==> src/hw/rtl/cau_pkg.sv <==
`default_nettype none
// ----------------------------------------------------------------------------
// cau_pkg
// Shared types, codes and saturation helpers of the complex arithmetic unit.
// ----------------------------------------------------------------------------
package cau_pkg;

  localparam int unsigned DATA_W        = 32;
  localparam int unsigned PROD_W        = 64;
  localparam int unsigned KIND_W        = 3;
  localparam int unsigned STATUS_W      = 2;
  localparam int unsigned FRAC_BITS_DEF = 16;
  localparam int unsigned QUEUE_DEPTH   = 4;
  localparam int unsigned QPTR_W        = $clog2(QUEUE_DEPTH);

  // Operation codes as they arrive on the kind field
  localparam logic [KIND_W-1:0] KIND_ADD  = 3'd0;
  localparam logic [KIND_W-1:0] KIND_MUL  = 3'd1;
  localparam logic [KIND_W-1:0] KIND_DIV  = 3'd2;
  localparam logic [KIND_W-1:0] KIND_CONJ = 3'd3;
  localparam logic [KIND_W-1:0] KIND_MAG  = 3'd4;

  typedef enum logic [2:0] {
    OP_ADD,
    OP_MUL,
    OP_DIV,
    OP_CONJ,
    OP_MAG,
    OP_NONE
  } op_e;

  typedef enum logic [STATUS_W-1:0] {
    STATUS_OK       = 2'd0,
    STATUS_DIV_ZERO = 2'd1,
    STATUS_SAT      = 2'd2
  } status_e;

  // Classified item as it waits in the queue
  typedef struct packed {
    op_e                      op;
    logic signed [DATA_W-1:0] a_re;
    logic signed [DATA_W-1:0] a_im;
    logic signed [DATA_W-1:0] b_re;
    logic signed [DATA_W-1:0] b_im;
  } entry_t;

  // Saturated 32-bit word and its overflow flag
  typedef struct packed {
    logic [DATA_W-1:0] val;
    logic              sat;
  } word_t;

  // Sign and magnitude to a saturated two's complement word
  function automatic word_t sat_mag(input logic neg, input logic [PROD_W-1:0] mag);
    word_t w;
    if (!neg) begin
      if (mag > 64'h0000_0000_7FFF_FFFF) begin
        w.val = 32'h7FFF_FFFF;
        w.sat = 1'b1;
      end else begin
        w.val = mag[DATA_W-1:0];
        w.sat = 1'b0;
      end
    end else begin
      if (mag > 64'h0000_0000_8000_0000) begin
        w.val = 32'h8000_0000;
        w.sat = 1'b1;
      end else begin
        w.val = 32'h0 - mag[DATA_W-1:0];
        w.sat = 1'b0;
      end
    end
    return w;
  endfunction

  // Clamp a 33-bit signed value into 32 bits
  function automatic word_t sat_s33(input logic signed [DATA_W:0] v);
    logic [DATA_W:0] mag;
    mag = v[DATA_W] ? (33'h0 - v) : v;
    return sat_mag(v[DATA_W], PROD_W'(mag));
  endfunction

endpackage
`default_nettype wire

==> src/hw/rtl/cau_queue.sv <==
`default_nettype none
// ----------------------------------------------------------------------------
// cau_queue
// Short item queue between the front and the back of the unit.
// ----------------------------------------------------------------------------
module cau_queue (
  input  logic            clk_i,
  input  logic            rst_ni,
  input  logic            push_i,
  input  cau_pkg::entry_t entry_i,
  output logic            full_o,
  input  logic            pop_i,
  output logic            nonempty_o,
  output cau_pkg::entry_t entry_o
);
  import cau_pkg::*;

  entry_t            slot_q [QUEUE_DEPTH];
  logic [QPTR_W-1:0] wr_ptr_q, wr_ptr_d;
  logic [QPTR_W-1:0] rd_ptr_q, rd_ptr_d;
  logic [QPTR_W:0]   count_q, count_d;

  assign full_o     = (count_q == (QPTR_W+1)'(QUEUE_DEPTH));
  assign nonempty_o = (count_q != '0);
  assign entry_o    = slot_q[rd_ptr_q];

  // Advance pointers and fill count
  always_comb begin
    wr_ptr_d = push_i ? wr_ptr_q + 1'b1 : wr_ptr_q;
    rd_ptr_d = pop_i  ? rd_ptr_q + 1'b1 : rd_ptr_q;
    count_d  = count_q + (QPTR_W+1)'(push_i) - (QPTR_W+1)'(pop_i);
  end

  always_ff @(posedge clk_i or negedge rst_ni) begin
    if (!rst_ni) begin
      wr_ptr_q <= '0;
      rd_ptr_q <= '0;
      count_q  <= '0;
    end else begin
      wr_ptr_q <= wr_ptr_d;
      rd_ptr_q <= rd_ptr_d;
      count_q  <= count_d;
    end
  end

  // Store the pushed item
  always_ff @(posedge clk_i) begin
    if (push_i) begin
      slot_q[wr_ptr_q] <= entry_i;
    end
  end

endmodule
`default_nettype wire

==> config.mk <==
export PLATFORM = sky130hd
export DESIGN_NAME = cau_queue
export DESIGN_NICKNAME = d
export VERILOG_FILES = /design/src/hw/rtl/cau_pkg.sv /design/src/hw/rtl/cau_queue.sv
export SDC_FILE = /design/constraint.sdc
export NUM_CORES = 1
export LEC_CHECK = 0
export ABC_AREA = 1
export BUFFER_PORTS_ARGS = -buffer_cell sky130_fd_sc_hd__buf_4
export CAP_MARGIN = 20
export CORE_UTILIZATION = 45
export DETAILED_ROUTE_END_ITERATION = 6
export MAX_ROUTING_LAYER = met4
export SLEW_MARGIN = 20
export SYNTH_ARGS = -nofsm -noshare
export SYNTH_HDL_FRONTEND = slang
export SYNTH_SLANG_ARGS = --single-unit
==> constraint.sdc <==
create_clock -name clk_i -period 5.7 [get_ports clk_i]
set_clock_uncertainty 0.2 [all_clocks]
set_input_delay 0.855 -clock clk_i [delete_from_list [all_inputs] [get_ports clk_i]]
set_output_delay 0.855 -clock clk_i [all_outputs]
set_load 0.005 [all_outputs]
==> impl_metrics.yaml <==
finish:
  final_common_cell: "nand2_1"
  nets: 2492
  final_core_util_pct: 54.3
  drive_above_1_share_pct: 15.1
  finalNonFillerCells: 3066
  mostFrequentLayoutCells: "nand2_1 (666), inv_1 (532), edfxtp_1 (524), buf_4 (276), nand3_1 (264)"
  fillers: 4274
  syn_to_final_growth_pct: 18.4
die:
  core_region_area_sq_um: 49100
  die_x_um: 225
  die_h_um: 225
  ios: 268
  die-area_sq_um: 50800
  rows: 81
  start_util_pct: 45.8
run_status:
  status: "completed"
synth:
  ys_seq_elements: 531
  synth_top_area_share_pct: 70.0
  yosysWarnings: 0
  syn_inst: 2099
  synth_nets: 2241
  synth_seq_area_share_pct: 70.8
  synthDistinctLibCells: 16
  syn_area_per_cell_sq_um: 10.7
  synth.area.top_cells: "edfxtp_1 (70%), nand2_1 (11%), inv_1 (9.0%)"
  synth_top_area_cell: "edfxtp_1"
  syn_area_sq_um: 22500
detailed_routing:
  num_vias: 14100
  totalWireLength_um: 48900
  route.detailed.drc: 0
  wl_per_cell_um: 15.9
  dr.first_iter.drc_count: 1030
  ant_nets: 0
  vias_per_cell: 4.59
  firstDrtPassIters: 4
sta:
  tightest_slew_ns: 1.03
  period_share_pct: 74.3
  grt_setup_unrepaired: "false"
  max_freq_ghz: 0.236
  setup_viol: 0
  fin_ws_ns: 1.46
  hold_ws_ns: 0.228
  max-slew-margin-rel_pct: 31.6
  hold_viol_final: 0
  fin_setup_tns_ns: 0
  finalMaxSlewViolations: 0
  min_period_ns: 4.24
clocking:
  cts.clk_slew.worst_paths_ns: 0.06
  cts_buffers: 55
  tritoncts: "done"
  clkSinkCount: 531
  insertion_delay_ns: 0.61
  root_buffer: "clkbuf_16"
  htreeDepth: 2
  clk_path_buf_depth: 3
critical_path:
  required_ns: 4.64
  crit_chain: "inv_8 -> buf_4 -> nand2_1 -> nand3_1 -> nand2_1 -> buf_4"
  critPathCaptureType: "output port"
  worst_path_max_delay_cell: "inv_8"
  worstPathArrival_ns: 3.18
  path_class: "reg2out"
  slowest_delay_ns: 0.85
  critPathLaunchType: "flop"
  critPathMaxFanout: 167
power_and_ir_drop:
  p_per_area_nw_per_um2: 504
  peakVddDrop_uv: 397
  p_leak_uw: 0.0123
grt:
  grt_util_all_layers_pct: 19.8
  grt_overflow: 0
  grt_max_degree: 168
  grt_pass1_wl_um: 74400
  antenna_found_initial: 8
  first_global_vias: 13200
job:
  drv_cap: 0
placed_design:
  place_congestion: 0.772
  post-place-ws_ns: 2.03
  dpl.hpwl_um: 27100
  placement.io_buffers: 267
  place_inst: 2956
worst_hold_path:
  hold_path.class: "in2reg"
==> cell families after synthesis <==
kind of cell / count (synthesis) / synth area share, %
AOI/OAI and AO/OA: 1 / 0.0223
xor gates and xnor gates: 3 / 0.117
adders and majority gates: 7 / 0.423
buffers and inverters: 626 / 11.6
DFF: 531 / 70.8
and+or+nand+nor: 931 / 17.0
==> report_power, final <==
part / leakage [uW] / switching, uW / total (uW) / internal, uW
logic: 0.00657 / 2890 / 4670 / 1790
registers: 0.00489 / 289 / 5400 / 5110
clock network: 0.000810 / 1470 / 3330 / 1870
==> what timing repair did <==
action	in CTS	in global routing
hold endpoints to repair	7	0
hold buffers	1	0
buffers inserted	0	0
resized for setup	0	0
==> Yosys cell counts (all sizes together) <==
library cell  instances
dfrtp                 7
xor2                  3
nand3               264
ha                    6
nand2               666
fa                    1
clkbuf               10
inv                 538
buf                  78
edfxtp              524
o21ai                 1
nor3                  1
==> worst paths after layout <==
check | start | endpoint | slack (ns) | cells after the start
max | rd_ptr_q[0] | entry_o[9] | 1.46 | 6
min | entry_i[127] | slot_q[3][127] | 0.23 | 1
max reg2reg | wr_ptr_q[0] | slot_q[2][64] | 3.14 | 5
min reg2reg | count_q[1] | count_q[2] | 0.31 | 2
max in group asynchronous | rst_ni | rd_ptr_q[0] | 4.76 | 2
min in group asynchronous | rst_ni | rd_ptr_q[1] | 0.40 | 2
==> area by class of cell <==
cell class              instances  area, sq um  share of cell area (%)
well taps                     664          831                    3.12
diodes                          8         20.0                  0.0752
repair buffers                282         2180                    8.20
inverters                     538         2050                    7.70
multi-input cells             942         3950                    14.9
clock buffers                  68         1430                    5.36
flip-flops and latches        531        15900                    59.8
clock inverters                33          234                   0.879
==> worst max-delay path, delay by kind of cell (launching register included) <==
family / cells / cell delay [ns]
AND/OR/NAND/NOR: 3 / 0.26
buffers and inverters: 3 / 1.47
flip-flops: 1 / 0.80
==> registers in the layout (all words and copies together), names as in the netlist <==
name	flops
slot_q	524
rd_ptr_q	2
wr_ptr_q	2
count_q	3
==> stage by stage <==
| stage | area [sq um] | total power, uW |
|---|---|---|
| detailed placement | 24900 | 10200 |
| floorplan | 22500 | 8190 |
| CTS | 26600 | 13600 |
| global route | 26600 | 14300 |
| global placement | 24900 | 10200 |
| finish | 26600 | 13400 |
==> layer usage <==
layer	GRT usage (%)	share of wire, %	up-vias
li1	-	-	7054
met1	24.7	43	6631
met2	31.7	48	317
met3	5.41	7.1	65
met4	5.88	1.8	0
met5	-	0	-
(Power assumes the default switching activity.)
