[src/hw/rtl/cau_pkg.sv]
`default_nettype none
// ----------------------------------------------------------------------------
// cau_pkg
// Shared types, codes and saturation helpers of the complex arithmetic unit.
// ----------------------------------------------------------------------------
package cau_pkg;

  localparam int unsigned DATA_W        = 32;
  localparam int unsigned PROD_W        = 64;
  localparam int unsigned KIND_W        = 3;
  localparam int unsigned STATUS_W      = 2;
  localparam int unsigned FRAC_BITS_DEF = 16;
  localparam int unsigned QUEUE_DEPTH   = 4;
  localparam int unsigned QPTR_W        = $clog2(QUEUE_DEPTH);

  // Operation codes as they arrive on the kind field
  localparam logic [KIND_W-1:0] KIND_ADD  = 3'd0;
  localparam logic [KIND_W-1:0] KIND_MUL  = 3'd1;
  localparam logic [KIND_W-1:0] KIND_DIV  = 3'd2;
  localparam logic [KIND_W-1:0] KIND_CONJ = 3'd3;
  localparam logic [KIND_W-1:0] KIND_MAG  = 3'd4;

  typedef enum logic [2:0] {
    OP_ADD,
    OP_MUL,
    OP_DIV,
    OP_CONJ,
    OP_MAG,
    OP_NONE
  } op_e;

  typedef enum logic [STATUS_W-1:0] {
    STATUS_OK       = 2'd0,
    STATUS_DIV_ZERO = 2'd1,
    STATUS_SAT      = 2'd2
  } status_e;

  // Classified item as it waits in the queue
  typedef struct packed {
    op_e                      op;
    logic signed [DATA_W-1:0] a_re;
    logic signed [DATA_W-1:0] a_im;
    logic signed [DATA_W-1:0] b_re;
    logic signed [DATA_W-1:0] b_im;
  } entry_t;

  // Saturated 32-bit word and its overflow flag
  typedef struct packed {
    logic [DATA_W-1:0] val;
    logic              sat;
  } word_t;

  // Sign and magnitude to a saturated two's complement word
  function automatic word_t sat_mag(input logic neg, input logic [PROD_W-1:0] mag);
    word_t w;
    if (!neg) begin
      if (mag > 64'h0000_0000_7FFF_FFFF) begin
        w.val = 32'h7FFF_FFFF;
        w.sat = 1'b1;
      end else begin
        w.val = mag[DATA_W-1:0];
        w.sat = 1'b0;
      end
    end else begin
      if (mag > 64'h0000_0000_8000_0000) begin
        w.val = 32'h8000_0000;
        w.sat = 1'b1;
      end else begin
        w.val = 32'h0 - mag[DATA_W-1:0];
        w.sat = 1'b0;
      end
    end
    return w;
  endfunction

  // Clamp a 33-bit signed value into 32 bits
  function automatic word_t sat_s33(input logic signed [DATA_W:0] v);
    logic [DATA_W:0] mag;
    mag = v[DATA_W] ? (33'h0 - v) : v;
    return sat_mag(v[DATA_W], PROD_W'(mag));
  endfunction

endpackage
`default_nettype wire

[src/hw/rtl/cau_front.sv]
`default_nettype none
// ----------------------------------------------------------------------------
// cau_front
// Classifies an incoming item into an internal operation and its operands.
// ----------------------------------------------------------------------------
module cau_front (
  input  logic [cau_pkg::KIND_W-1:0]        kind_i,
  input  logic signed [cau_pkg::DATA_W-1:0] a_re_i,
  input  logic signed [cau_pkg::DATA_W-1:0] a_im_i,
  input  logic signed [cau_pkg::DATA_W-1:0] b_re_i,
  input  logic signed [cau_pkg::DATA_W-1:0] b_im_i,
  output cau_pkg::entry_t                   entry_o
);
  import cau_pkg::*;

  // Decode the operation; magnitude squares a, so route a onto the b operands
  always_comb begin
    entry_o.a_re = a_re_i;
    entry_o.a_im = a_im_i;
    entry_o.b_re = b_re_i;
    entry_o.b_im = b_im_i;
    case (kind_i)
      KIND_ADD:  entry_o.op = OP_ADD;
      KIND_MUL:  entry_o.op = OP_MUL;
      KIND_DIV:  entry_o.op = OP_DIV;
      KIND_CONJ: entry_o.op = OP_CONJ;
      KIND_MAG: begin
        entry_o.op   = OP_MAG;
        entry_o.b_re = a_re_i;
        entry_o.b_im = a_im_i;
      end
      default:   entry_o.op = OP_NONE;
    endcase
  end

endmodule
`default_nettype wire

[config.mk]
export PLATFORM = sky130hd
export DESIGN_NAME = cau_front
export DESIGN_NICKNAME = d
export VERILOG_FILES = /design/src/hw/rtl/cau_pkg.sv /design/src/hw/rtl/cau_front.sv
export SDC_FILE = /design/constraint.sdc
export NUM_CORES = 1
export LEC_CHECK = 0
export ABC_AREA = 0
export BUFFER_PORTS_ARGS = -buffer_cell sky130_fd_sc_hd__buf_4
export CORE_AREA = 2 2 102 104
export DETAILED_ROUTE_END_ITERATION = 7
export DIE_AREA = 0 0 104 106
export PLACE_DENSITY = 0.56
export SLEW_MARGIN = 20
export SYNTH_ARGS = -nofsm -noshare
export SYNTH_HDL_FRONTEND = slang
export SYNTH_SLANG_ARGS = --single-unit
[constraint.sdc]
create_clock -name vclk -period 1.3
set_clock_uncertainty 0.15 [all_clocks]
set_input_delay 0.065 -clock vclk [all_inputs]
set_output_delay 0.065 -clock vclk [all_outputs]
set_load 0.02 [all_outputs]
==> summary.md, run 1 <==
| Metric | Value |
|---|---|
| Status | `finished with violations` |
| Failing checks | `setup timing` |
| Number of global-route vias before repair | `1722` |
| Power share of the combinational group | `100.0%` |
| Initial Util | `15.97%` |
| Crit-path slowest cell | `mux2_4` |
| CTS hold repair buffers | `0` |
| Vias after detailed routing | `1704` |
| Final setup violating endpoints | `64` |
| Fin nets | `481` |
| Leakage | `1.878 nW` |
| Placed Cells | `483` |
| Antenna violations before repair | `0` |
| Die W | `104 um` |
| Gr ovfl total | `0` |
| Clock Power Share | `0%` |
| Core area | `10000 um2` |
| Slew headroom | `87.06%` |
| Hpwl dp | `5417 um` |
| Final Hold Viols | `0` |
| Fin util | `34.57%` |
| Mean Syn Cell Area | `11.49 um2` |
| Switch Pwr | `0.6186 mW` |
| Max Slew Vio Count | `0` |
| Final WS setup | `-0.1195 ns` |
| Die height | `106 um` |
| Crit path DAT | `1.20 ns` |
| Tmin final | `1.420 ns` |
| Ports | `262` |
| Critical path buffers and inverters | `4` |
| DIE AREA | `11020 um2` |
| Seq cells | `0` |
| Worst-margin pin slew | `0.1939 ns` |
| Total GRT Usage | `9.299%` |
| Seq/Total Area, Yosys | `0%` |
| Gpl congestion | `0.7459` |
| Internal power | `0.8483 mW` |
| Multi-input logic area | `982.2 um2` |
| CP required | `1.09 ns` |
| Critical Path Max Stage Delay | `0.31 ns` |
| Worst hold path type | `in -> out` |
| Critical path capture point type | `primary output` |
| Antenna diodes | `0` |
| Share of cells above drive strength 1 | `100.0%` |
| Fin crit share | `109.2%` |
| FF+latch area | `0 um2` |
| Post-synthesis cell type count | `9` |
| Routed WL | `6126 um` |
| Pwr Density | `424.3 nW/um2` |
| Startpoint types | `primary input` |
| Detailed-router iteration count before antenna repair | `3` |
| CP delay by family, top | `buffers and inverters` |
| Kind of critical path | `in -> out` |
| Drt drc | `0` |
| Drt wl/cell | `12.66 um` |
| Post-DP Area | `3267 um2` |
| Crit path cell chain | `buf_6, nor3b_4, buf_6, buf_4, mux2_4, buf_4` |
| P&R area growth vs syn | `116.5%` |
| Switch share | `42.17%` |
| CP Max Fanout | `11` |
| FP Rows | `37` |
| Number of antenna-violating nets in the routed design | `0` |
| First-pass GRT wire length | `8700 um` |
| Drt initial violations | `28` |
| Largest net degree at the start of global routing | `17` |
| Vias per std cell | `3.521` |
| Finished Cell Area | `3457 um2` |
| Maxcap violations | `0` |
| Filler cell count | `1002` |
| Fmax | `704.5 MHz` |
| Peak VDD IR | `127.1 uV` |
| Sequential share of power | `0%` |
| # clk buffers | `0` |
| Post-synth net total | `270` |
| I/O Buffers | `262` |
| Fin cells | `484` |
| Worst path depth | `6` |
| Number of cells on the worst hold path | `2` |
| Post-synthesis instance total | `139` |
| Synth Warn # | `0` |
| Area of the mapped netlist | `1597 um2` |
| Unrepaired setup endpoints after global routing | `true` |
[synth_stat cells, drive strengths merged]
master,number,area [um2]
nor3b,1,12.51
mux2,64,945.9
buf,71,611.8
a21o,1,8.760
and2b,1,8.760
dlygate4sd1,1,8.760
[final timing paths]
path                        from      endpoint  slack, ns
worst min-delay path  a_re_i[12]  entry_o[108]       0.19
worst max-delay path   kind_i[1]   entry_o[31]      -0.12
[layout by cell type, fill, tap and decap left out]
| cell | netlist | routed |
|---|---|---|
| buf_4 | 64 | 235 |
| buf_12 | 6 | 1 |
| and2b_2 | 1 | 1 |
| nor3b_4 | 0 | 1 |
| mux2_2 | 4 | 4 |
| a21o_2 | 1 | 1 |
| mux2_4 | 60 | 60 |
| clkbuf_16 | 0 | 1 |
| buf_6 | 1 | 44 |
[power by group through the flow]
stage                     Sequential [mW]  Clock (mW)  Combinational [mW]
after floorplan                         0           0               0.801
after global placement                  0           0                1.39
after detailed placement                0           0                1.40
after CTS                               0           0                1.46
after global routing                    0           0                1.54
final                                   0           0                1.47
[per-layer routing]
layer  up-vias  track usage, %  wire [um]
met2       114           19.41       3485
li1        833               -          -
met4         0         0.09653          0
met5         -               0          0
met1       757           10.13       2136
met3         0           1.778        503
[cell type report]
| class | instances | area share (%) |
|---|---|---|
| Multi-Input combinational cell | 67 | 28.41 |
| Tap cell | 136 | 4.922 |
| Timing Repair Buffer | 281 | 66.67 |
[kinds of logic (layout without fill, tap and decap cells)]
kind of cell           after synthesis  count (layout)  share of synthesized area [%]
AO/OA/AOI/OAI                        1               1                         0.5487
AND/OR/NAND/NOR                      2               2                          1.332
multiplexers                        64              64                          59.25
buffers and inverters               72             281                          38.87
[stage by stage]
stage / setup TNS [ns] / total power [mW] / setup WS [ns] / hold WS (ns)
2_1_floorplan: 0 / 0.8014 / 0.1508 / 0.09259
3_3_place_gp: -8.331 / 1.391 / -0.1588 / 0.1880
3_5_place_dp: -8.997 / 1.398 / -0.1734 / 0.1898
4_1_cts: -6.518 / 1.456 / -0.1375 / 0.1896
5_1_grt: -8.555 / 1.536 / -0.1742 / 0.1912
6_report: -5.180 / 1.467 / -0.1195 / 0.1886
[timing repair]
action,in CTS,in global routing
endpoints found under the setup margin,64,64
gates cloned,0,1
gates resized for setup,34,10
setup buffers,0,0
(Power assumes the default switching activity.)
==> inputs of run 2 (changes only) <==
--- a/config.mk
+++ b/config.mk
@@ -5,12 +5,13 @@
 export SDC_FILE = /design/constraint.sdc
 export NUM_CORES = 1
 export LEC_CHECK = 0
-export ABC_AREA = 0
+export ABC_AREA = 1
 export BUFFER_PORTS_ARGS = -buffer_cell sky130_fd_sc_hd__buf_4
-export CORE_AREA = 2 2 102 104
+export CORE_AREA = 2 2 100 102
 export DETAILED_ROUTE_END_ITERATION = 7
-export DIE_AREA = 0 0 104 106
-export PLACE_DENSITY = 0.56
+export DIE_AREA = 0 0 102 104
+export PLACE_DENSITY = 0.61
+export SKIP_LAST_GASP = 1
 export SLEW_MARGIN = 20
 export SYNTH_ARGS = -nofsm -noshare
 export SYNTH_HDL_FRONTEND = slang
==> run 2 against run 1 <==
Against the previous run:
- the flow now finishes without violations
- worst hold slack improved by 0.00087 ns
- die area down 3.8%
- global-route usage is 2.2 points higher
- routed wire length is 15% higher
- flip-flop and latch count is the same
- critical endpoint is now entry_o[34]
- largest power group unchanged
- highest routed layer unchanged
==> summary.md, run 2 <==
| Metric | Value |
|---|---|
| Status | `finished, final reports clean` |
| Detailed-router iteration count before antenna repair | `4` |
| Pwr Density | `422.2 nW/um2` |
| Post-synthesis cell type count | `13` |
| Fin nets | `597` |
| Mean Syn Cell Area | `6.627 um2` |
| Most common cell after layout, fill and taps aside | `buf_4` |
| Post-CTS sizing | `0` |
| Number of antenna-violating nets in the routed design | `0` |
| Fin util | `35.31%` |
| Initial Util | `19.64%` |
| Hpwl dp | `5920 um` |
| Post-synthesis adder-cell area fraction | `0%` |
| Share of cells above drive strength 1 | `70.91%` |
| Post-synth net total | `414` |
| Unrepaired setup endpoints after global routing | `false` |
| P&R area growth vs syn | `79.79%` |
| I/O Buffers | `262` |
| Proportion of synthesized area in mux cells | `0%` |
| Vias per std cell | `3.936` |
| DIE AREA | `10610 um2` |
| Largest net degree at the start of global routing | `65` |
| Startpoint types | `primary input` |
| Seq/Total Area, Yosys | `0%` |
| Total GRT Usage | `11.54%` |
| Synth Area in Compound Gates | `0.4003%` |
| Max Slew Vio Count | `0` |
| Post-synthesis instance total | `283` |
| Commonest non-fill, non-tap cells in the layout | `buf_4, nand2_1, nand3_2, buf_12, nand3_1` |
| Leading area contributor after synthesis | `nand3_2` |
| FP Rows | `36` |
| Fin crit share | `93.72%` |
| Filler cell count | `1017` |
| Drt initial violations | `53` |
| Drt drc | `0` |
| Critical path capture point type | `primary output` |
| Worst-margin pin slew | `0.2611 ns` |
| Number of global-route vias before repair | `2167` |
| Hold Startpoint | `a_re_i[27]` |
| Synth area leaders | `nand3_2, buf_4, nand2_1, buf_12, buf_6` |
| Worst hold path type | `in -> out` |
| Tmin final | `1.218 ns` |
| CP required | `1.09 ns` |
| Fmax | `820.8 MHz` |
| CTS hold repair buffers | `0` |
| Gr ovfl total | `0` |
| # clk buffers | `0` |
| Crit. Startpoint | `kind_i[1]` |
| Maxcap violations | `0` |
| Final Hold Viols | `0` |
| Kind of critical path | `in -> out` |
| Drt wl/cell | `11.79 um` |
| Post-Synth Simple-Gate Area | `60.11%` |
| Post-CTS Setup Inserts | `0` |
| Most frequent cells after synthesis | `nand2_1, buf_4, nand3_2, buf_12` |
| Worst hold margin | `0.1895 ns` |
| Largest family of logic cells by synthesized area | `simple AND/OR/NAND/NOR gates` |
| Core area | `9549 um2` |
| Peak VDD IR | `132.7 uV` |
| Routed WL | `7041 um` |
| Final setup violating endpoints | `0` |
| Area of the mapped netlist | `1876 um2` |
| Post-Synth XOR/XNOR Area | `0%` |
| Antenna violations before repair | `0` |
| Synth Warn # | `0` |
| CP Max Fanout | `64` |
| Die W | `102 um` |
| Crit path DAT | `1.00 ns` |
| Die height | `104 um` |
| Seq cells | `0` |
| First-pass GRT wire length | `10380 um` |
| Leakage | `1.909 nW` |
| FF+latch area | `0 um2` |
| Yosys top cell area share | `32.02%` |
| Cell with the most instances after synthesis | `nand2_1` |
| Slew headroom | `82.59%` |
| Vias after detailed routing | `2350` |
| Antenna diodes | `0` |
| Multi-input logic area | `1135 um2` |
| TNS Setup | `0 ns` |
| Gpl congestion | `0.8408` |
| Ports | `262` |
-- run 2: cell types whose count changed after synthesis, sizes merged, moves of 2 or more --
| cell | previous run | this run |
|---|---|---|
| nor2 | 0 | 2 |
| mux2 | 64 | 0 |
| nand2 | 0 | 129 |
| buf | 71 | 85 |
| nand3 | 0 | 64 |
-- run 2: worst max-delay path, stage by stage --
cell and delay (ns):
buf_4 0.13, nor2_4 0.20, nand2_4 0.07, buf_12 0.20
nand2_1 0.10, nand2_1 0.06, buf_4 0.16
-- run 2: cell type report --
| cell class | count | area share (%) |
|---|---|---|
| Timing Repair Buffer | 267 | 61.30 |
| Multi-Input combinational cell | 196 | 33.66 |
| Tap cell | 133 | 4.935 |
| Inverter | 1 | 0.1113 |
-- run 2: routing by layer --
layer  global-route usage (%)  share of wire (%)
met5                        0                  0
met4                        0                  0
met3                   0.2688                7.4
met2                    24.86                 58
met1                    12.67                 35
-- run 2: final timing paths --
check | to | slack (ns) | cells past startpoint
max | entry_o[34] | 0.08 | 7
min | entry_o[123] | 0.19 | 2
-- run 2: power breakdown --
part / internal [mW] / switching (mW) / leakage [nW]
Clock: 0 / 0 / 0
Sequential: 0 / 0 / 0
Combinational: 0.676 / 0.747 / 1.91
Total: 0.676 / 0.747 / 1.91
-- run 2: cells by family (layout without fill, tap and decap cells) --
group / after synthesis / after routing
simple gates: 195 / 195
compound gates: 1 / 1
buf+inv: 87 / 268
-- run 2: through the flow --
step,cell area (um2),worst slack (ns),cells,power (mW)
after detailed placement,3372,0.07660,597,1.435
after CTS,3372,0.07453,597,1.437
after floorplan,1876,0.2896,283,0.8211
after global placement,3372,0.1115,597,1.425
final,3372,0.08165,597,1.424
after global routing,3372,0.01484,597,1.513
